File: src/rtl/nfpe_pkg.sv
// ----------------------------------------------------------------------------
// nfpe_pkg
// Shared types and constants of the NOR flash program engine.
// ----------------------------------------------------------------------------
package nfpe_pkg;

  localparam int unsigned OffW  = 13;  // offset, length, capacity width
  localparam int unsigned DatW  = 8;   // byte width
  localparam int unsigned UnitW = 8;   // write unit width
  localparam int unsigned PosW  = 15;  // byte address reach, offset plus count
  localparam int unsigned RemSteps = PosW;

  localparam logic [7:0] ErasedByte = 8'hFF;

  localparam logic [2:0] OP_READ    = 3'd0;
  localparam logic [2:0] OP_WRITE   = 3'd1;
  localparam logic [2:0] OP_ERASE   = 3'd2;
  localparam logic [2:0] OP_PROGRAM = 3'd3;
  localparam logic [2:0] OP_CHECK   = 3'd4;

  localparam logic [0:0] REG_CAPACITY = 1'b0;
  localparam logic [0:0] REG_UNIT     = 1'b1;

  typedef enum logic [2:0] {
    ST_OK      = 3'd0,
    ST_RANGE   = 3'd1,
    ST_UNSUP   = 3'd2,
    ST_NOSPACE = 3'd3,
    ST_IO      = 3'd4
  } status_e;

  typedef enum logic [1:0] {
    F_IDLE,
    F_DIV,
    F_PUSH
  } front_state_e;

  typedef enum logic [3:0] {
    B_CLR,
    B_IDLE,
    B_EXEC,
    B_RDW,
    B_LD,
    B_BR,
    B_PG,
    B_ST,
    B_OUT
  } back_state_e;

  // One classified byte transaction handed from the front to the back.
  typedef struct packed {
    logic [2:0]       op;
    logic [DatW-1:0]  data;
    logic             first;
    logic             final_item;
    logic             in_range;
    logic             last_byte;
    status_e          chk;
    logic [PosW-1:0]  pos;
    logic [UnitW-1:0] idx;
    logic [PosW-1:0]  base;
    logic [UnitW-1:0] unit;
  } item_t;

endpackage

File: src/rtl/nfpe_rem.sv
// ----------------------------------------------------------------------------
// nfpe_rem
// Two-lane restoring remainder unit, one dividend bit per cycle.
// ----------------------------------------------------------------------------
module nfpe_rem import nfpe_pkg::*; (
  input  logic             clk_i,
  input  logic             rst_ni,
  input  logic             start_i,
  input  logic [PosW-1:0]  num_a_i,
  input  logic [PosW-1:0]  num_b_i,
  input  logic [UnitW-1:0] div_i,
  output logic             done_o,
  output logic [UnitW-1:0] rem_a_o,
  output logic [UnitW-1:0] rem_b_o
);

  logic [PosW-1:0]  qa_q, qa_d, qb_q, qb_d;
  logic [UnitW-1:0] ra_q, ra_d, rb_q, rb_d, div_q, div_d;
  logic [3:0]       step_q, step_d;
  logic             busy_q, busy_d, done_q, done_d;
  logic [UnitW:0]   ta, tb;

  always_comb begin
    ta = {ra_q, qa_q[PosW-1]};
    tb = {rb_q, qb_q[PosW-1]};
    if (ta >= {1'b0, div_q}) ta = ta - {1'b0, div_q};
    if (tb >= {1'b0, div_q}) tb = tb - {1'b0, div_q};
    qa_d = qa_q; qb_d = qb_q; ra_d = ra_q; rb_d = rb_q; div_d = div_q;
    step_d = step_q; busy_d = busy_q; done_d = 1'b0;
    if (start_i) begin
      qa_d = num_a_i; qb_d = num_b_i; ra_d = '0; rb_d = '0;
      div_d = div_i; step_d = '0; busy_d = 1'b1;
    end else if (busy_q) begin
      qa_d = qa_q << 1;
      qb_d = qb_q << 1;
      ra_d = ta[UnitW-1:0];
      rb_d = tb[UnitW-1:0];
      step_d = step_q + 4'd1;
      if (step_q == 4'(RemSteps - 1)) begin
        busy_d = 1'b0;
        done_d = 1'b1;
      end
    end
  end

  always_ff @(posedge clk_i or negedge rst_ni) begin
    if (!rst_ni) begin
      busy_q <= 1'b0;
      done_q <= 1'b0;
      step_q <= '0;
    end else begin
      busy_q <= busy_d;
      done_q <= done_d;
      step_q <= step_d;
    end
  end

  always_ff @(posedge clk_i) begin
    qa_q <= qa_d; qb_q <= qb_d; ra_q <= ra_d; rb_q <= rb_d; div_q <= div_d;
  end

  assign done_o  = done_q;
  assign rem_a_o = ra_q;
  assign rem_b_o = rb_q;

endmodule

File: src/rtl/nfpe_front.sv
// ----------------------------------------------------------------------------
// nfpe_front
// Accepts byte transactions, tracks the byte position, runs the command
// checks and the unit position, and queues the classified transaction.
// ----------------------------------------------------------------------------
module nfpe_front import nfpe_pkg::*; #(
  parameter int unsigned CAPACITY = 4096,
  parameter int unsigned MAX_UNIT = 8
) (
  input  logic             clk_i,
  input  logic             rst_ni,
  input  logic             in_valid_i,
  output logic             in_stall_o,
  input  logic [2:0]       op_i,
  input  logic [OffW-1:0]  offset_i,
  input  logic [OffW-1:0]  length_i,
  input  logic [DatW-1:0]  data_byte_i,
  input  logic [OffW-1:0]  cap_i,
  input  logic [UnitW-1:0] unit_i,
  input  logic             clear_busy_i,
  input  logic             q_full_i,
  output logic             push_o,
  output item_t            item_o
);

  localparam logic [OffW-1:0] CapClamp = OffW'(CAPACITY);

  front_state_e fs_q, fs_d;

  logic [OffW-1:0]  k_q, k_d;
  logic [2:0]       op_q;
  logic [OffW-1:0]  off_q, len_q, kh_q;
  logic [DatW-1:0]  dat_q;
  logic [UnitW-1:0] u_q;
  logic             first_q, final_q, hit_q, prog_q;
  logic             trk_v_q, trk_v_d;
  logic [OffW-1:0]  trk_off_q;
  logic [UnitW-1:0] trk_u_q, trk_idx_q;
  logic [PosW-1:0]  trk_base_q;

  logic             accept, first, final_now, unit_ok, track_hit, need_chk, need_idx;
  logic [OffW-1:0]  eff_cap, total;
  logic [UnitW-1:0] u;
  logic [PosW-1:0]  pos_h;
  logic [UnitW-1:0] idx, idx_inc, rem_a, rem_b;
  logic [PosW:0]    rounded;
  logic             rem_done;
  status_e          chk;

  assign eff_cap = (32'(cap_i) < CAPACITY) ? cap_i : CapClamp;
  assign u       = (unit_i == '0) ? UnitW'(1) : unit_i;
  assign unit_ok = (u > UnitW'(1)) && (32'(u) <= MAX_UNIT);

  assign in_stall_o = (fs_q != F_IDLE) || clear_busy_i;
  assign accept     = in_valid_i && !in_stall_o;
  assign first      = k_q == '0;
  assign total      = (length_i == '0) ? OffW'(1) : length_i;
  assign final_now  = ({1'b0, k_q} + 14'd1) >= {1'b0, total};
  assign track_hit  = trk_v_q && !first && (offset_i == trk_off_q) && (u == trk_u_q);
  assign need_chk   = first && (op_i == OP_PROGRAM) && (length_i != '0) && unit_ok;
  assign need_idx   = (op_i == OP_PROGRAM) && unit_ok && !track_hit;

  nfpe_rem u_rem (
    .clk_i   (clk_i),
    .rst_ni  (rst_ni),
    .start_i (accept && (need_chk || need_idx)),
    .num_a_i (PosW'(offset_i) + PosW'(k_q)),
    .num_b_i (PosW'(offset_i) + PosW'(length_i)),
    .div_i   (u),
    .done_o  (rem_done),
    .rem_a_o (rem_a),
    .rem_b_o (rem_b)
  );

  always_comb begin
    fs_d = fs_q;
    case (fs_q)
      F_IDLE: begin
        if (accept) fs_d = (need_chk || need_idx) ? F_DIV : F_PUSH;
      end
      F_DIV: begin
        if (rem_done) fs_d = F_PUSH;
      end
      F_PUSH: begin
        if (!q_full_i) fs_d = F_IDLE;
      end
      default: fs_d = F_IDLE;
    endcase
  end

  always_comb begin
    pos_h   = PosW'(off_q) + PosW'(kh_q);
    idx_inc = ({1'b0, trk_idx_q} + 9'd1 == {1'b0, u_q}) ? '0 : trk_idx_q + UnitW'(1);
    idx     = prog_q ? (hit_q ? idx_inc : rem_a) : '0;
    rounded = {1'b0, PosW'(off_q) + PosW'(len_q)} +
              ((rem_b != '0) ? (PosW+1)'(u_q - rem_b) : '0);
    if (op_q > OP_CHECK) begin
      chk = ST_UNSUP;
    end else if (off_q > eff_cap || len_q > eff_cap - off_q) begin
      chk = ST_RANGE;
    end else if (op_q == OP_PROGRAM && len_q != '0 && 32'(u_q) > MAX_UNIT) begin
      chk = ST_UNSUP;
    end else if (op_q == OP_PROGRAM && len_q != '0 && u_q > UnitW'(1) &&
                 rounded > (PosW+1)'(eff_cap)) begin
      chk = ST_NOSPACE;
    end else begin
      chk = ST_OK;
    end
    push_o = (fs_q == F_PUSH) && !q_full_i;
    item_o.op         = op_q;
    item_o.data       = dat_q;
    item_o.first      = first_q;
    item_o.final_item = final_q;
    item_o.in_range   = (kh_q < len_q) && (pos_h < PosW'(eff_cap));
    item_o.last_byte  = ({1'b0, kh_q} + 14'd1) >= {1'b0, len_q};
    item_o.chk        = chk;
    item_o.pos        = pos_h;
    item_o.idx        = idx;
    item_o.base       = pos_h - PosW'(idx);
    item_o.unit       = u_q;
    k_d     = accept ? (final_now ? '0 : k_q + OffW'(1)) : k_q;
    trk_v_d = push_o ? prog_q : trk_v_q;
  end

  always_ff @(posedge clk_i or negedge rst_ni) begin
    if (!rst_ni) begin
      fs_q    <= F_IDLE;
      k_q     <= '0;
      trk_v_q <= 1'b0;
    end else begin
      fs_q    <= fs_d;
      k_q     <= k_d;
      trk_v_q <= trk_v_d;
    end
  end

  always_ff @(posedge clk_i) begin
    if (accept) begin
      op_q    <= op_i;
      off_q   <= offset_i;
      len_q   <= length_i;
      dat_q   <= data_byte_i;
      kh_q    <= k_q;
      u_q     <= u;
      first_q <= first;
      final_q <= final_now;
      hit_q   <= track_hit;
      prog_q  <= (op_i == OP_PROGRAM) && unit_ok;
    end
    if (push_o) begin
      trk_off_q  <= off_q;
      trk_u_q    <= u_q;
      trk_idx_q  <= idx;
      trk_base_q <= item_o.base;
    end
  end

  // The tracked unit start always sits on a unit boundary below the position.
  assert property (@(posedge clk_i) disable iff (!rst_ni)
    (push_o && prog_q && hit_q) |-> (trk_idx_q < trk_u_q && item_o.pos >= trk_base_q))
    else $error("nfpe_front: unit tracking out of step");

endmodule

File: config.mk
export PLATFORM = sky130hd
export DESIGN_NAME = nfpe_front
export DESIGN_NICKNAME = d
export VERILOG_FILES = /design/src/rtl/nfpe_pkg.sv /design/src/rtl/nfpe_rem.sv /design/src/rtl/nfpe_front.sv
export SDC_FILE = /design/constraint.sdc
export NUM_CORES = 1
export LEC_CHECK = 0
export ABC_AREA = 0
export BUFFER_PORTS_ARGS = -buffer_cell sky130_fd_sc_hd__buf_2
export CAP_MARGIN = 15
export CORE_UTILIZATION = 65
export CTS_BUF_LIST = sky130_fd_sc_hd__clkbuf_16
export CTS_CLUSTER_SIZE = 14
export DETAILED_ROUTE_END_ITERATION = 7
export PLACE_DENSITY = 0.86
export SLEW_MARGIN = 0
export SYNTH_ARGS = -nofsm -noshare
export SYNTH_HDL_FRONTEND = slang
export SYNTH_SLANG_ARGS = --single-unit
File: constraint.sdc
create_clock -name clk_i -period 7.8 [get_ports clk_i]
set_input_delay 0.78 -clock clk_i [delete_from_list [all_inputs] [get_ports clk_i]]
set_output_delay 0.78 -clock clk_i [all_outputs]
set_load 0.01 [all_outputs]
Word-level counts from Yosys, hierarchy flattened
Index checks and enable logic that the tools add are counted.
{"block": "word_totals", "output_inout_bits": 66, "inputBits": 63, "word_cells": 131, "register_bits": 167}
{"block": "op_classes", "eq_ne": 11, "magnitude_cmp": 15, "n_addsub": 16, "n_reduce_logical": 34, "muxes": 31}
{"cell": "two-way mux 15 bit", "count": 4}
{"cell": "adder 13 x 13 -> 14 bit", "count": 4}
{"cell": "two-way mux 8 bit", "count": 6}
{"cell": "two-way mux 13 bit", "count": 3}
{"cell": "adder 13 x 1 -> 14 bit, second input constant", "count": 2}
{"cell": ">= comparator 14 x 13 -> 1 bit", "count": 2}
{"cell": "> comparator 13 bit", "count": 2}
{"cell": "logical NOT 13 bit", "count": 2}
{"cell": "nonzero test 13 bit", "count": 2}
{"cell": ">= comparator 9 x 8 -> 1 bit", "count": 2}
{"cell": "logical AND 1 bit", "count": 17}
{"cell": "adder 14 x 16 -> 16 bit", "count": 1}
{"cell": "> comparator 16 x 13 -> 1 bit", "count": 1}
{"cell": "> comparator 8 x 1 -> 1 bit, second input constant", "count": 2}
{"cell": "two-way mux 16 bit", "count": 1}
{"cell": "two-way mux 2 bit", "count": 8}
{"cell": "subtractor 8 bit", "count": 2}
{"cell": "subtractor 14 x 8 -> 15 bit", "count": 1}
{"cell": "< comparator 14 x 13 -> 1 bit", "count": 1}
{"cell": "adder 13 x 1 -> 13 bit, second input constant", "count": 1}
{"cell": "== test 13 bit", "count": 1}
{"cell": "< comparator 13 bit", "count": 1}
{"cell": "< comparator 13 bit, second input constant", "count": 1}
{"cell": "subtractor 13 bit", "count": 1}
{"cell": "25 further kinds", "count": 39}

Longest topological paths before layout
{"block": "logic_depth", "ltp_word": 11, "depth_mapped": 24, "ltp_nobuf": 24}

Hierarchy
A second synthesis with hierarchy kept.
{"block": "unflattened", "hier_cells": 1341, "area_unflattened_um2": 13371.6}
{"mod": "nfpe_front", "area_each_um2": 10242.3, "cells_per_inst": 1082, "seq_area_each_um2": 3133.0, "n_inst": 1}
{"mod": "nfpe_rem", "area_each_um2": 3129.3, "cells_per_inst": 259, "seq_area_each_um2": 1611.5, "n_inst": 1}

Worst setup path after synthesis
No wires, ideal clock.
{"block": "synth_path", "path_type": "reg2out", "from": "register u_q[2]", "to": "output port item_o[46] (netlist name)", "path_slack_ns": 2.326, "arrival_ns": 4.694, "stages_incl_launch_ff": 21, "path_buffers": 0, "required_ns": 7.020, "path_cell_list": "edfxtp_1 -> ha_1 -> nor2b_1 -> o21a_1 -> o21ai_0 -> a21oi_1 -> o21a_1 -> nor2_1 -> fa_1 -> ha_1 -> nand2_1 -> a2111oi_1 -> nor2_1 -> xnor2_1 -> ha_1 -> nand4_1 -> nor2_1 -> o21ai_0 -> o2111ai_1 -> a221oi_2 -> o22ai_1"}
{"item": "start: declaration", "line_no": "nfpe_front.sv:34", "rtl": "logic [UnitW-1:0] u_q;"}
{"item": "start signal: assignment", "line_no": "nfpe_front.sv:144", "rtl": "u_q <= u;"}
{"item": "end: declaration", "line_no": "nfpe_front.sv:23", "rtl": "output item_t item_o"}

==> qor.yml <==
syn_area_um2: 13380
fin_crit_sh_pct: 88.58
criticalPathCategory: "register to output port"
ys_seq_area_share_pct: 35.46
ys_ff_latch: 167
power_leakage_nw: 6.578
grt_pass1_vias: 10640
power.share.sequential_pct: 26.5
maxSlewHeadroom_pct: 42.91
postCtsSetupBuffers: 0
cts_hold_buf: 0
drive_above_1_share_pct: 13.08
die_w_um: 145.5
grt_max_degree: 67
core_um2: 20230
hpwl_um: 27040
outcome: "complete, no violations"
start_util_pct: 66.13
tightest_slew_ns: 0.8512
drt-met1-wl_um: 14520
clock_path_buffers: 2
num_rows: 52
antenna_found_initial: 0
cts_tree: "done"
ioPinCount: 129
cts_buffers: 17
ys_warn_count: 0
netSwitchingPower_mw: 2.278
clockRootBuffer: "clkbuf_16"
skew_ns: 0.01278
synthCells: 1385
place.gp.congestion: 0.9617
fp.dieArea_um2: 21160
syn_area_per_cell_um2: 9.661
cts.sinks: 167
yosysUniqueCellTypes: 75
overflow: 0
period_minus_slack_ns: 6.909
grt_use_total_pct: 33.38
die_h_um: 145.5
final_nets: 1768
drt_iter0_drc: 884
hold_viol: 0
vias: 11060
drt.antenna.violating_nets: 0
area_growth_pct: 11.00
hold_class: "input pin to asynchronous set/reset pin"
wl_met2_um: 16730
cp_data_required_time_ns: 7.02
p_int_mw: 2.954
cp-end-kind: "output port"
dr_wl_met3_um: 2544
clkLatencyLatePin_ns: 0.44
grt_pass1_wl_um: 55150
n_antenna_cell: 0
route.detailed.wl_per_inst_um: 19.52
viasPerCell: 6.200
first_pass_iters: 5
finalSetupViolCount: 0
tns_ns: 0
cap_violations: 0
fin_util_pct: 73.40
fill_cells: 1470
cts_max_level: 4
switching_share_pct: 43.53
clockPowerShare_pct: 16.1
start_kind: "register"
synth_edf_count: 129
rsz0062_at_grt: "no"
p_per_area_nw_per_um2: 352.3
async_flop_share_pct: 13.17
finalWirelength_um: 34830
comb_power_share_pct: 57.4
place.port_buffers: 126
ys.flop_type: "edfxtp_1"
peakVddDrop_mv: 0.2046
fmax_ghz: 0.1447
top_layer: "met4"
crit_arrival_ns: 6.13
drv_slew: 0
critPathMaxFanout: 7
drc: 0
clkTransAtPathRegs_ns: 0.08
cts-resized-gates: 0
cell usage after synthesis, types with 22 or more instances:
library cell	number	area (µm²)
nor2b_1	28	175.2
a21oi_1	78	390.4
edfxtp_1	129	3874
o21ai_0	99	495.5
fa_1	22	440.4
inv_1	133	499.2
xnor2_1	86	753.2
xor2_1	38	332.8
nand2_1	96	360.4
a21o_1	36	270.3
dfrtp_1	22	550.5
ha_1	182	2277
nor3_1	24	120.1
o21a_1	28	210.2
nand4_1	25	156.4
clkbuf_1	28	105.1
nand3_1	27	135.1
nor2_1	73	274.0
registers in the layout (all words and copies together) (netlist names), 13 cells and up:
register    cells
u_rem.qa_q     15
u_rem.qb_q     15
k_q            13
kh_q           13
len_q          13
off_q          13
trk_off_q      13
kinds of logic after synthesis:
logic type               synth area share, %
other                                0.02803
adder cells (fa/ha/maj)                20.31
AND/OR/NAND/NOR                        14.15
AO/OA/AOI/OAI                          16.11
XOR/XNOR                               8.117
multiplexers                          0.9912
buffers and inverters                  4.834
flip-flops                             35.46
worst max-delay path, cell delays in order (launching register included):
cell	delay (ns)
edfxtp_1	0.48
inv_1	0.13
ha_1	0.17
fa_1	0.19
nor2b_1	0.06
o21a_1	0.17
o21ai_0	0.16
a21oi_1	0.12
o21a_1	0.21
nor2_1	0.56
fa_1	0.54
ha_1	0.37
nand2_1	0.11
a2111oi_1	0.60
nor2_1	0.13
xnor2_1	0.20
ha_1	0.26
nand4_1	0.12
nor2_1	0.07
o21ai_0	0.08
o2111ai_1	0.14
a221oi_2	0.47
o22ai_1	0.15
buf_2	0.17
per-stage QoR:
step,total power [mW],instance area [µm²],hold WS [ns],instances,setup WS (ns)
after floorplan,3.588,13380,0.4487,1386,2.326
after global placement,4.225,14250,0.4750,1752,1.616
after detailed placement,4.335,14250,0.4798,1752,1.431
after CTS,5.204,14850,0.3313,1784,0.8830
after global routing,5.642,14850,0.3596,1784,0.4581
final,5.232,14850,0.3319,1784,0.8909
layer usage:
layer	vias up	global-route usage, %
li1	5219	-
met1	5275	43.69
met2	492	56.80
met3	75	4.389
met4	0	12.32
met5	-	0
final timing paths:
kind                             startpoint  slack, ns  cells after the start               end
max                                  u_q[0]       0.89                     23        item_o[46]
min                                  rst_ni       0.33                      1   u_rem.step_q[1]
max reg2reg                          k_q[0]       3.83                     14            k_q[2]
min reg2reg                u_rem.rem_b_o[7]       0.49                      2  u_rem.rem_b_o[7]
max in group asynchronous            rst_ni       7.07                      1            k_q[8]
min in group clk_i         u_rem.rem_b_o[7]       0.49                      2  u_rem.rem_b_o[7]
cell usage in the layout (no fill, tap or decap), drive strengths merged, types with 38 or more instances in the layout:
master    n
a21oi    79
buf     131
edfxtp  129
ha      182
inv     140
nand2    96
nor2     74
o21ai   102
xnor2    86
xor2     38
power groups by stage:
stage | Combinational, mW | Sequential (mW) | Clock [mW]
2_1_floorplan | 2.26 | 1.33 | 0
3_3_place_gp | 2.83 | 1.39 | 0
3_5_place_dp | 2.94 | 1.40 | 0
4_1_cts | 2.97 | 1.38 | 0.848
5_1_grt | 3.35 | 1.41 | 0.878
6_report | 3.00 | 1.39 | 0.842
cell type report:
type | count | area, µm² | area share (%)
Sequential cell | 167 | 4745 | 31.95
Timing Repair Buffer | 131 | 668.1 | 4.499
Multi-Input combinational cell | 1051 | 7998 | 53.85
Clock buffer | 17 | 425.4 | 2.864
Inverter | 133 | 499.2 | 3.361
Clock inverter | 15 | 178.9 | 1.205
Tap cell | 270 | 337.8 | 2.275
No activity file was read; power rests on OpenSTA's default activity.
