File: src/rtl/nfpe_pkg.sv
// ----------------------------------------------------------------------------
// nfpe_pkg
// Shared types and constants of the NOR flash program engine.
// ----------------------------------------------------------------------------
package nfpe_pkg;

  localparam int unsigned OffW  = 13;  // offset, length, capacity width
  localparam int unsigned DatW  = 8;   // byte width
  localparam int unsigned UnitW = 8;   // write unit width
  localparam int unsigned PosW  = 15;  // byte address reach, offset plus count
  localparam int unsigned RemSteps = PosW;

  localparam logic [7:0] ErasedByte = 8'hFF;

  localparam logic [2:0] OP_READ    = 3'd0;
  localparam logic [2:0] OP_WRITE   = 3'd1;
  localparam logic [2:0] OP_ERASE   = 3'd2;
  localparam logic [2:0] OP_PROGRAM = 3'd3;
  localparam logic [2:0] OP_CHECK   = 3'd4;

  localparam logic [0:0] REG_CAPACITY = 1'b0;
  localparam logic [0:0] REG_UNIT     = 1'b1;

  typedef enum logic [2:0] {
    ST_OK      = 3'd0,
    ST_RANGE   = 3'd1,
    ST_UNSUP   = 3'd2,
    ST_NOSPACE = 3'd3,
    ST_IO      = 3'd4
  } status_e;

  typedef enum logic [1:0] {
    F_IDLE,
    F_DIV,
    F_PUSH
  } front_state_e;

  typedef enum logic [3:0] {
    B_CLR,
    B_IDLE,
    B_EXEC,
    B_RDW,
    B_LD,
    B_BR,
    B_PG,
    B_ST,
    B_OUT
  } back_state_e;

  // One classified byte transaction handed from the front to the back.
  typedef struct packed {
    logic [2:0]       op;
    logic [DatW-1:0]  data;
    logic             first;
    logic             final_item;
    logic             in_range;
    logic             last_byte;
    status_e          chk;
    logic [PosW-1:0]  pos;
    logic [UnitW-1:0] idx;
    logic [PosW-1:0]  base;
    logic [UnitW-1:0] unit;
  } item_t;

endpackage

File: src/rtl/nfpe_queue.sv
// ----------------------------------------------------------------------------
// nfpe_queue
// Two-entry queue of classified transactions between front and back.
// ----------------------------------------------------------------------------
module nfpe_queue import nfpe_pkg::*; (
  input  logic  clk_i,
  input  logic  rst_ni,
  input  logic  push_i,
  input  item_t item_i,
  output logic  full_o,
  input  logic  pop_i,
  output logic  empty_o,
  output item_t item_o
);

  item_t      slot_q [2];
  logic       wp_q, rp_q;
  logic [1:0] cnt_q;

  always_ff @(posedge clk_i or negedge rst_ni) begin
    if (!rst_ni) begin
      wp_q <= 1'b0;
      rp_q <= 1'b0;
      cnt_q <= '0;
    end else begin
      if (push_i) wp_q <= ~wp_q;
      if (pop_i) rp_q <= ~rp_q;
      cnt_q <= cnt_q + {1'b0, push_i} - {1'b0, pop_i};
    end
  end

  always_ff @(posedge clk_i) begin
    if (push_i) slot_q[wp_q] <= item_i;
  end

  assign full_o  = cnt_q == 2'd2;
  assign empty_o = cnt_q == 2'd0;
  assign item_o  = slot_q[rp_q];

endmodule

File: config.mk
export PLATFORM = sky130hd
export DESIGN_NAME = nfpe_queue
export DESIGN_NICKNAME = d
export VERILOG_FILES = /design/src/rtl/nfpe_pkg.sv /design/src/rtl/nfpe_queue.sv
export SDC_FILE = /design/constraint.sdc
export NUM_CORES = 1
export LEC_CHECK = 0
export BUFFER_PORTS_ARGS = -buffer_cell sky130_fd_sc_hd__buf_2
export CAP_MARGIN = 5
export CORE_ASPECT_RATIO = 0.8
export CORE_MARGIN = 2
export CORE_UTILIZATION = 30
export CTS_BUF_LIST = sky130_fd_sc_hd__clkbuf_2 sky130_fd_sc_hd__clkbuf_4 sky130_fd_sc_hd__clkbuf_8
export CTS_CLUSTER_SIZE = 16
export DETAILED_ROUTE_END_ITERATION = 8
export GPL_TIMING_DRIVEN = 0
export PLACE_DENSITY_LB_ADDON = 0.2
export SLEW_MARGIN = 20
export SYNTH_ARGS = -nofsm -noshare
export SYNTH_HDL_FRONTEND = slang
export SYNTH_SLANG_ARGS = --single-unit
export TNS_END_PERCENT = 1
File: constraint.sdc
create_clock -name clk_i -period 9.44 [get_ports clk_i]
set_input_delay 2.832 -clock clk_i [delete_from_list [all_inputs] [get_ports clk_i]]
set_output_delay 2.832 -clock clk_i [all_outputs]
set_load 0.03 [all_outputs]
**Yosys cells after proc, flatten, opt, wreduce, memory -nomap -nowiden**

Memories as Yosys holds them, arrays and structs flattened.
Index checks and enable logic that the tools add are counted.

- Flip-flop bits (word level): 4
- Memory bits (writable): 128
- Bits of input ports: 68
- Output and inout bits: 66
- Logic and storage cells: 12
- Memories: 1

Memories:

| memory | words | bits a word | read ports | clocked after memory_dff | write ports | RTL line | text |
|---|---|---|---|---|---|---|---|
| slot_q | 2 | 64 | 1 | 0 | 1 | nfpe_queue.sv:16 | `item_t slot_q [2];` |

- Add/subtract/negate cells: 2
- Equality and inequality tests: 1
- Multiplexer cells: 2
- Bitwise logic cells: 2
- Reduce and logical (&&, ||, !) cells: 1

Operator list:

| operator | number |
|---|---|
| $add A2 B1 Y2 | 1 |
| $eq A2 B2 Y1 const B | 1 |
| $logic_not A2 Y1 | 1 |
| $mux W1 | 2 |
| $not A1 Y1 | 2 |
| $sub A2 B1 Y2 | 1 |

**Logic depth before layout (Yosys ltp)**

Gate-level depths: netlist of run 1.

- Depth after elaboration: 2
- Mapped depth: 5
- Gate-level depth less buffers: 5

**Least setup slack after synthesis of run 1**

No wires, ideal clock.

- Path type: input to register
- Start point: input port push_i
- End point: memory slot_q[0][0] (netlist name) (enable)
- Setup time: 0.494 ns
- Arrival time: 5.646 ns
- Data required time: 8.946 ns
- Path slack: 3.300 ns
- Stages: 1
- Buffers on the path: 0
- Cells stage by stage: nor2b_1

- Cells in the longest elaborated chain, start to end: 2

Ends and longest elaborated chain:

| item | RTL line | text |
|---|---|---|
| start, declared | nfpe_queue.sv:8 | `input logic push_i,` |
| $mux W1 | nfpe_queue.sv:33 | `if (push_i) slot_q[wp_q] <= item_i;` |
| $mux W1 (implied by the code) | nfpe_queue.sv:33 |  |
| end, declared | nfpe_queue.sv:16 |  |

No other way between the ends.

==> results_dict.tcl, run 1 <==
set metrics [dict create \
    syn_area_um2 5020 \
    grt_pass1_wl_mm 13.8 \
    die_h_um 120 \
    critPathLaunchType "flop" \
    viasPerCell 4.09 \
    grt_setup_unrepaired "false" \
    holdBufCountCts 0 \
    n_fill_cell 1532 \
    grt_pass1_vias 2568 \
    synth_seq_area_share_pct 78.5 \
    post_cts_resize_count 0 \
    final_common_cell "buf_2" \
    min_period_ns 4.50 \
    min_to "wp_q" \
    cap_violations 0 \
    tns_ns 0 \
    cp.arrival_ns 1.67 \
    ys_types 13 \
    drcViolationCount 0 \
    port_buffers 133 \
    dr_total_vias 2468 \
    cts_tree "done" \
    seq_area_um2 3940 \
    hold_slack_ns 0.557 \
    power.total_w 0.00208 \
    wl_per_cell_um 15.2 \
    multi_input_comb_area_um2 1010 \
    stdcell_area_um2 6450 \
    placed_area_um2 6070 \
    final_cell_mix "134 x buf_2, 128 x edfxtp_1, 50 x mux2_4" \
    die_x_um 149 \
    crit_fanout 10 \
    clock_sinks 132 \
    n_antenna_cell 0 \
    cts_max_level 4 \
    synth_seq_cells 132 \
    gr-total-overflow 0 \
    syn2layout_area_growth_pct 28.4 \
    clk_latency_ns 0.43 \
    io_pins 134 \
    finalSetupViolations 0 \
    yosysWarningCount 0 \
    cts_root_buf "clkbuf_8" \
    synth_area_per_cell_um2 23.5 \
    postCtsSetupBuffers 0 \
    critPathKind "reg -> out" \
    clockBufferDepth 2 \
    hold_viol 0 \
    post_route_cells_drive_above_1_share_pct 62.9 \
    final_util_pct 39.2 \
    regToRegEndpoint "slot_q[0][12]" \
    ant_nets 0 \
    reg2reg_depth 3 \
    fin_nets 440 \
    drtIter0Drc 102 \
    max_freq_ghz 0.222 \
    holdPathStages 1 \
    place_congestion 0.628 \
    finalCritPeriodShare_pct 47.7 \
    antenna_found_initial 0 \
    timing.rr.start "wp_q" \
    critPathCaptureType "primary output" \
    die-area_um2 17800 \
    first_pass_iters 4 \
    cts_buffers 17 \
    hp-class "reg -> reg" \
    grt_usage_pct 10.6 \
    wl_mm 9.16 \
    worstPathRequired_ns 6.61 \
    clk_pin_slew_ns 0.07 \
    fin_worst_skew_ns 0.00972 \
    postSynthCellCount 214 \
    initial_core_util_pct 30.5 \
    vdd_ir_drop_max_mv 0.159 \
    coreArea_um2 16400 \
    grt_max_degree 37 \
    status "finished, final reports clean" \
    dp_hpwl_mm 6.20 \
    tightest_slew_ns 0.454 \
    slew_viol_final 0 \
    slew_headroom_pct 69.7 \
    placementRows 42 \
    leakagePower_nw 2.58 \
    syn_nets 284 \
    powerDensity_nw_per_um2 322 \
    r2r_setup_slack_ns 7.90 \
    worstHoldStart "wp_q" \
]
[per-stage QoR]
step,cells,setup slack [ns]
2_1_floorplan,214,3.30
5_1_grt,603,4.83
6_report,603,4.94
4_1_cts,603,4.87
3_3_place_gp,567,1.19
3_5_place_dp,571,5.29
[cell usage after synthesis]
library cell,number,area share [%]
edfxtp_1,128,77
mux2_4,50,15
mux2_2,14,3.1
buf_6,6,1.3
dfrtp_1,4,2.0
ha_1,2,0.50
inv_1,2,0.15
nor2b_1,2,0.25
xor2_1,2,0.35
and2_1,1,0.12
buf_2,1,0.10
nor2_1,1,0.075
xor3_1,1,0.47
[registers in the layout, summed over array words and instances, names as in the netlist]
| name | cells |
|---|---|
| slot_q | 128 |
| cnt_q | 2 |
| rp_q | 1 |
| wp_q | 1 |
[per-layer routing]
metal  vias up  global-route usage (%)  share of wire (%)
li1       1157                       -                  -
met1      1204                    13.2                 45
met2        96                    15.8                 45
met3        11                    4.64                7.5
met4         0                    5.00                1.7
met5         -                       0                  0
[area by class of cell]
class	instances	area share, %
Tap cell	220	4.27
Clock buffer	19	3.86
Timing Repair Buffer	137	11.8
Buffer	7	1.13
Clock inverter	13	2.06
Sequential cell	132	61.2
Multi-Input combinational cell	73	15.6
Inverter	2	0.116
[how the worst max path moves through the flow]
stage / startpoint / slack (ns) / endpoint
6_report: rp_q / 4.94 / item_o[18]
5_1_grt: rp_q / 4.83 / item_o[18]
4_1_cts: rp_q / 4.87 / item_o[13]
3_5_place_dp: push_i / 5.29 / slot_q[0][43]
3_3_place_gp: push_i / 1.19 / slot_q[0][40]
2_1_floorplan: push_i / 3.30 / slot_q[0][0]
[power breakdown]
part           switching, W  internal, W
Combinational      0.000483     0.000331
Sequential        0.0000297     0.000777
Clock              0.000216     0.000239
[logic make-up (layout without fill, tap and decap cells)]
logic type | after synthesis | after routing | share of synthesized area (%)
buffers and inverters | 9 | 178 | 1.59
multiplexers | 64 | 64 | 18.1
AND/OR/NAND/NOR | 4 | 4 | 0.449
flip-flops | 132 | 132 | 78.5
XOR/XNOR | 3 | 3 | 0.822
adder cells (fa/ha/maj) | 2 | 2 | 0.498
[critical path, cell delays in order, from the launching register on]
cell     delay [ns]
dfrtp_1        0.36
buf_6          0.19
buf_6          0.21
mux2_4         0.32
buf_2          0.18
Note: power is estimated with default switching activity, not from simulation.
==> run 2: changes to the inputs <==
- ABC_AREA: unset -> 1
- clock period: 9.44 -> 3.8 ns (I/O delays scaled with it)
==> results_dict.tcl, run 2 <==
set metrics [dict create \
    status "finished, final reports clean" \
    cp.arrival_ns 1.60 \
    critPathCaptureType "primary output" \
    cap_violations 0 \
    clock_sinks 132 \
    place_congestion 0.701 \
    synth-xor-area-share_pct 0.351 \
    largestRegisters "slot_q (128), cnt_q (2)" \
    clk_pin_slew_ns 0.07 \
    cts_max_level 4 \
    grt_pass1_vias 3027 \
    post_route_cells_drive_above_1_share_pct 33.9 \
    io_pins 134 \
    die_h_um 119 \
    fin_worst_skew_ns 0.00902 \
    final_cell_mix "133 x buf_2, 128 x edfxtp_1, 70 x inv_1, 70 x nand2_1, 48 x o21ai_0" \
    placementRows 42 \
    synth-async-reset-ratio_pct 3.03 \
    cts_root_buf "clkbuf_8" \
    synth_seq_cells 132 \
    wl_mm 10.1 \
    first_pass_iters 4 \
    final_common_cell "buf_2" \
    n_fill_cell 1615 \
    synth_area_per_cell_um2 13.9 \
    syn_area_um2 4990 \
    synth-edff-count 128 \
    postSynthCellCount 359 \
    seq_area_um2 3940 \
    fin_nets 584 \
    viasPerCell 4.08 \
    n_antenna_cell 0 \
    crit_fanout 10 \
    grt_max_degree 36 \
    syn2layout_area_growth_pct 27.9 \
    synth_compound_area_share_pct 6.41 \
    synth_top_family_by_area "buffers and inverters" \
    holdBufCountCts 0 \
    powerDensity_nw_per_um2 818 \
    gr-total-overflow 0 \
    drtIter0Drc 167 \
    synth-adder-area-share_pct 0.501 \
    tightest_slew_ns 0.668 \
    ys_types 13 \
    dp_hpwl_mm 6.76 \
    drcViolationCount 0 \
    yosysTopAreaCell "edfxtp_1" \
    grt_usage_pct 12.1 \
    synthMuxAreaShare_pct 0 \
    syn_nets 429 \
    grt_setup_unrepaired "false" \
    antenna_found_initial 0 \
    slew_headroom_pct 55.4 \
    largest-register "slot_q" \
    critPathLaunchType "flop" \
    yosysWarningCount 0 \
    min_period_ns 2.74 \
    postCtsSetupBuffers 0 \
    hold_viol 0 \
    cts_buffers 17 \
    cts_tree "done" \
    clk_latency_ns 0.42 \
    synth_seq_area_share_pct 79.0 \
    coreArea_um2 16400 \
    dr_total_vias 3040 \
    post_cts_resize_count 0 \
    slew_viol_final 0 \
    multi_input_comb_area_um2 649 \
    max_freq_ghz 0.365 \
    finalCritPeriodShare_pct 72.1 \
    ant_nets 0 \
    clockBufferDepth 2 \
    leakagePower_nw 2.73 \
    setup_ws_ns 1.06 \
    netlist_top_cells_count "128 x edfxtp_1, 71 x inv_1, 70 x nand2_1" \
    die_x_um 148 \
    hp-class "in -> async" \
    hold_slack_ns 0.513 \
    finalSetupViolations 0 \
    die-area_um2 17700 \
    yosys.area_share.simple_pct 5.59 \
    synthMostInstantiatedCell "edfxtp_1" \
    critPathKind "reg -> out" \
    grt_pass1_wl_mm 16.0 \
    vdd_ir_drop_max_mv 0.360 \
    synth_top_cell_area_share_pct 77.0 \
    place_ws_ns 1.28 \
    initial_core_util_pct 30.5 \
    worstPathRequired_ns 2.66 \
    synth_top_cells_by_area "edfxtp_1 77%, inv_1 5.3%, nand2_1 5.3%, o21ai_0 4.8%, buf_6 2.5%" \
    wl_per_cell_um 13.6 \
    ys.flop_type "edfxtp_1" \
    largest_register_ff_count 128 \
    port_buffers 133 \
]
run 2: cell types whose count changed in the layout (fill, tap and decap cells not counted), sizes merged:
cell      delta
bufinv       +1
clkinvlp     -1
nand2       +70
nor2         +2
nor2b        -2
nand3        +1
xor3         -1
inv         +67
buf          +5
and2         -1
clkinv       +1
mux2        -64
o21ai       +64
run 2: logic make-up after synthesis:
logic type                 count (synthesis)
AOI/OAI and AO/OA                         64
xor gates and xnor gates                   2
adders and majority gates                  2
buffers and inverters                     85
DFF                                      132
and+or+nand+nor                           74
run 2: final timing paths:
| path | from | slack (ns) | endpoint | depth (start not counted) |
|---|---|---|---|---|
| max | rp_q | 1.06 | item_o[34] | 4 |
| min | rst_ni | 0.51 | cnt_q[0] | 1 |
| max reg2reg | wp_q | 2.21 | slot_q[0][35] | 2 |
| min reg2reg | wp_q | 0.55 | wp_q | 1 |
| max in group asynchronous | rst_ni | 3.16 | rp_q | 1 |
| min in group clk_i | wp_q | 0.55 | wp_q | 1 |
run 2: critical path, stage by stage, from the launching register on:
cell and delay [ns]:
dfrtp_1 0.40, buf_6 0.17, buf_6 0.15, o21ai_0 0.22, buf_2 0.24
run 2: area by class of cell:
type / instances / area share [%]
Buffer: 14 / 2.23
Sequential cell: 132 / 61.7
Timing Repair Buffer: 136 / 11.4
Clock inverter: 12 / 2.19
Tap cell: 220 / 4.31
Multi-Input combinational cell: 142 / 10.2
Inverter: 71 / 4.21
Clock buffer: 18 / 3.78
run 2: layer usage:
layer,part of all wire [%],vias to the layer above,global-route usage [%]
li1,-,1510,-
met1,47,1437,15.7
met2,45,88,18.3
met3,7.0,5,5.44
met4,0.91,0,3.75
met5,0,-,0
run 2: metrics by stage:
step	setup TNS (ns)	util [%]	total power (W)	area, um2	std cells
2_1_floorplan	0	-	0.00345	5000	359
3_3_place_gp	-47.79	36.2	0.00411	5940	712
3_5_place_dp	0	36.6	0.00415	6010	715
4_1_cts	0	39.0	0.00533	6390	745
5_1_grt	0	39.0	0.00556	6390	745
6_report	0	39.0	0.00522	6390	745
run 2: power breakdown:
part | switching [W] | internal, W | total, W | leakage, nW
clock network | 0.000514 | 0.000639 | 0.00115 | 0.190
registers | 0.0000728 | 0.00193 | 0.00200 | 1.25
logic | 0.00149 | 0.000582 | 0.00207 | 1.29
==> run 3: changes to the inputs <==
- ABC_AREA: 1 -> 0
- clock period: 3.8 -> 2.7 ns (I/O delays scaled with it)
==> results_dict.tcl, run 3 (synthesis results as in run 1) <==
set metrics [dict create \
    placed_area_um2 6070 \
    post_route_cells_drive_above_1_share_pct 62.3 \
    slew_headroom_pct 67.0 \
    finalSetupViolations 0 \
    cp.arrival_ns 1.68 \
    cpMostUsedCell "buf_6" \
    grt_max_degree 34 \
    grt_usage_pct 10.5 \
    cts_tree "done" \
    wl_mm 8.91 \
    regToRegEndpoint "slot_q[1][33]" \
    largest_register_ff_count 128 \
    max_freq_ghz 0.401 \
    tightest_slew_ns 0.495 \
    syn2layout_area_growth_pct 28.1 \
    io_pins 134 \
    largest-register "slot_q" \
    cts_root_buf "clkbuf_8" \
    slowest_delay_ns 0.37 \
    coreArea_um2 16400 \
    slew_viol_final 0 \
    clk_latency_ns 0.43 \
    cts_buffers 17 \
    cp_slowest_cell "dfrtp_1" \
    die-area_um2 17800 \
    clock_sinks 132 \
    cp_cell_sequence "buf_6 > buf_6 > mux2_4 > buf_2" \
    critPathKind "reg -> out" \
    leakagePower_nw 2.57 \
    powerDensity_nw_per_um2 1120 \
    initial_core_util_pct 30.5 \
    critPathLaunchType "flop" \
    critPathCaptureType "primary output" \
    dp.cells 571 \
    cap_violations 0 \
    postCtsSetupBuffers 0 \
    largestRegisters "slot_q (128), cnt_q (2)" \
    grt_setup_unrepaired "false" \
    final_cell_mix "134 x buf_2, 128 x edfxtp_1, 50 x mux2_4" \
    cp.depth 4 \
    fin_nets 440 \
    r2r_setup_slack_ns 1.18 \
    grt_pass1_vias 2635 \
    worstPathRequired_ns 1.89 \
    hold_slack_ns 0.175 \
    timing.rr.start "wp_q" \
    min_period_ns 2.49 \
    tns_ns 0 \
    final_common_cell "buf_2" \
    layout.cells.non_filler 602 \
    ant_nets 0 \
    clk_pin_slew_ns 0.07 \
    placementRows 42 \
    dr_total_vias 2450 \
    status "finished, final reports clean" \
    grt_pass1_wl_mm 13.6 \
    dp_hpwl_mm 5.99 \
    first_pass_iters 4 \
    vdd_ir_drop_max_mv 0.505 \
    path_buf_inv 3 \
    crit_fanout 10 \
    drtIter0Drc 79 \
    die_x_um 149 \
    n_antenna_cell 0 \
    holdBufCountCts 0 \
    antenna_found_initial 0 \
    stdcell_area_um2 6430 \
    wl_per_cell_um 14.8 \
    cts_max_level 4 \
    die_h_um 120 \
    post_cts_resize_count 0 \
    port_buffers 133 \
    drcViolationCount 0 \
    critical-path-top-delay-family "buffers and inverters" \
    viasPerCell 4.07 \
    hp-class "in -> async" \
    gr-total-overflow 0 \
    hold_viol 0 \
    finalCritPeriodShare_pct 92.4 \
    fin_worst_skew_ns 0.00687 \
    place_congestion 0.655 \
    reg2reg_depth 2 \
    clockBufferDepth 2 \
]
[run 3: area by class of cell]
class,count,area (um2)
inverters,2,7.51
repair buffers,137,761
multi-input cells,73,1010
clock inverters,12,115
clock buffers,19,249
plain buffers,7,72.6
fillers,1524,10000
flip-flops and latches,132,3940
well taps,220,275
[run 3: metrics by stage]
step | worst slack (ns) | util, % | total power, W
2_1_floorplan | -0.0415 | - | 0.00499
3_3_place_gp | -1.18 | 36.3 | 0.00568
3_5_place_dp | 0.600 | 36.9 | 0.00576
4_1_cts | 0.115 | 39.1 | 0.00734
5_1_grt | 0.0692 | 39.1 | 0.00757
6_report | 0.205 | 39.1 | 0.00720
[run 3: metal layers]
layer  vias up  routed length, um  GRT usage [%]
met3         5                987           6.81
met2        95               4140           16.2
met5         -                  0              0
li1       1158                  -              -
met4         0                 78           4.11
met1      1192               3710           11.4
[run 3: how the worst max path moves through the flow]
stage | endpoint | startpoint | slack [ns]
2_1_floorplan | slot_q[1][0] | push_i | -0.04
3_3_place_gp | slot_q[1][45] | push_i | -1.18
3_5_place_dp | slot_q[0][8] | push_i | 0.60
4_1_cts | item_o[33] | rp_q | 0.11
5_1_grt | item_o[33] | rp_q | 0.07
6_report | item_o[33] | rp_q | 0.21
[run 3: power by group]
group	switching (W)	internal [W]
logic	0.00168	0.00116
clock network	0.000727	0.000819
registers	0.000103	0.00272
total	0.00251	0.00469
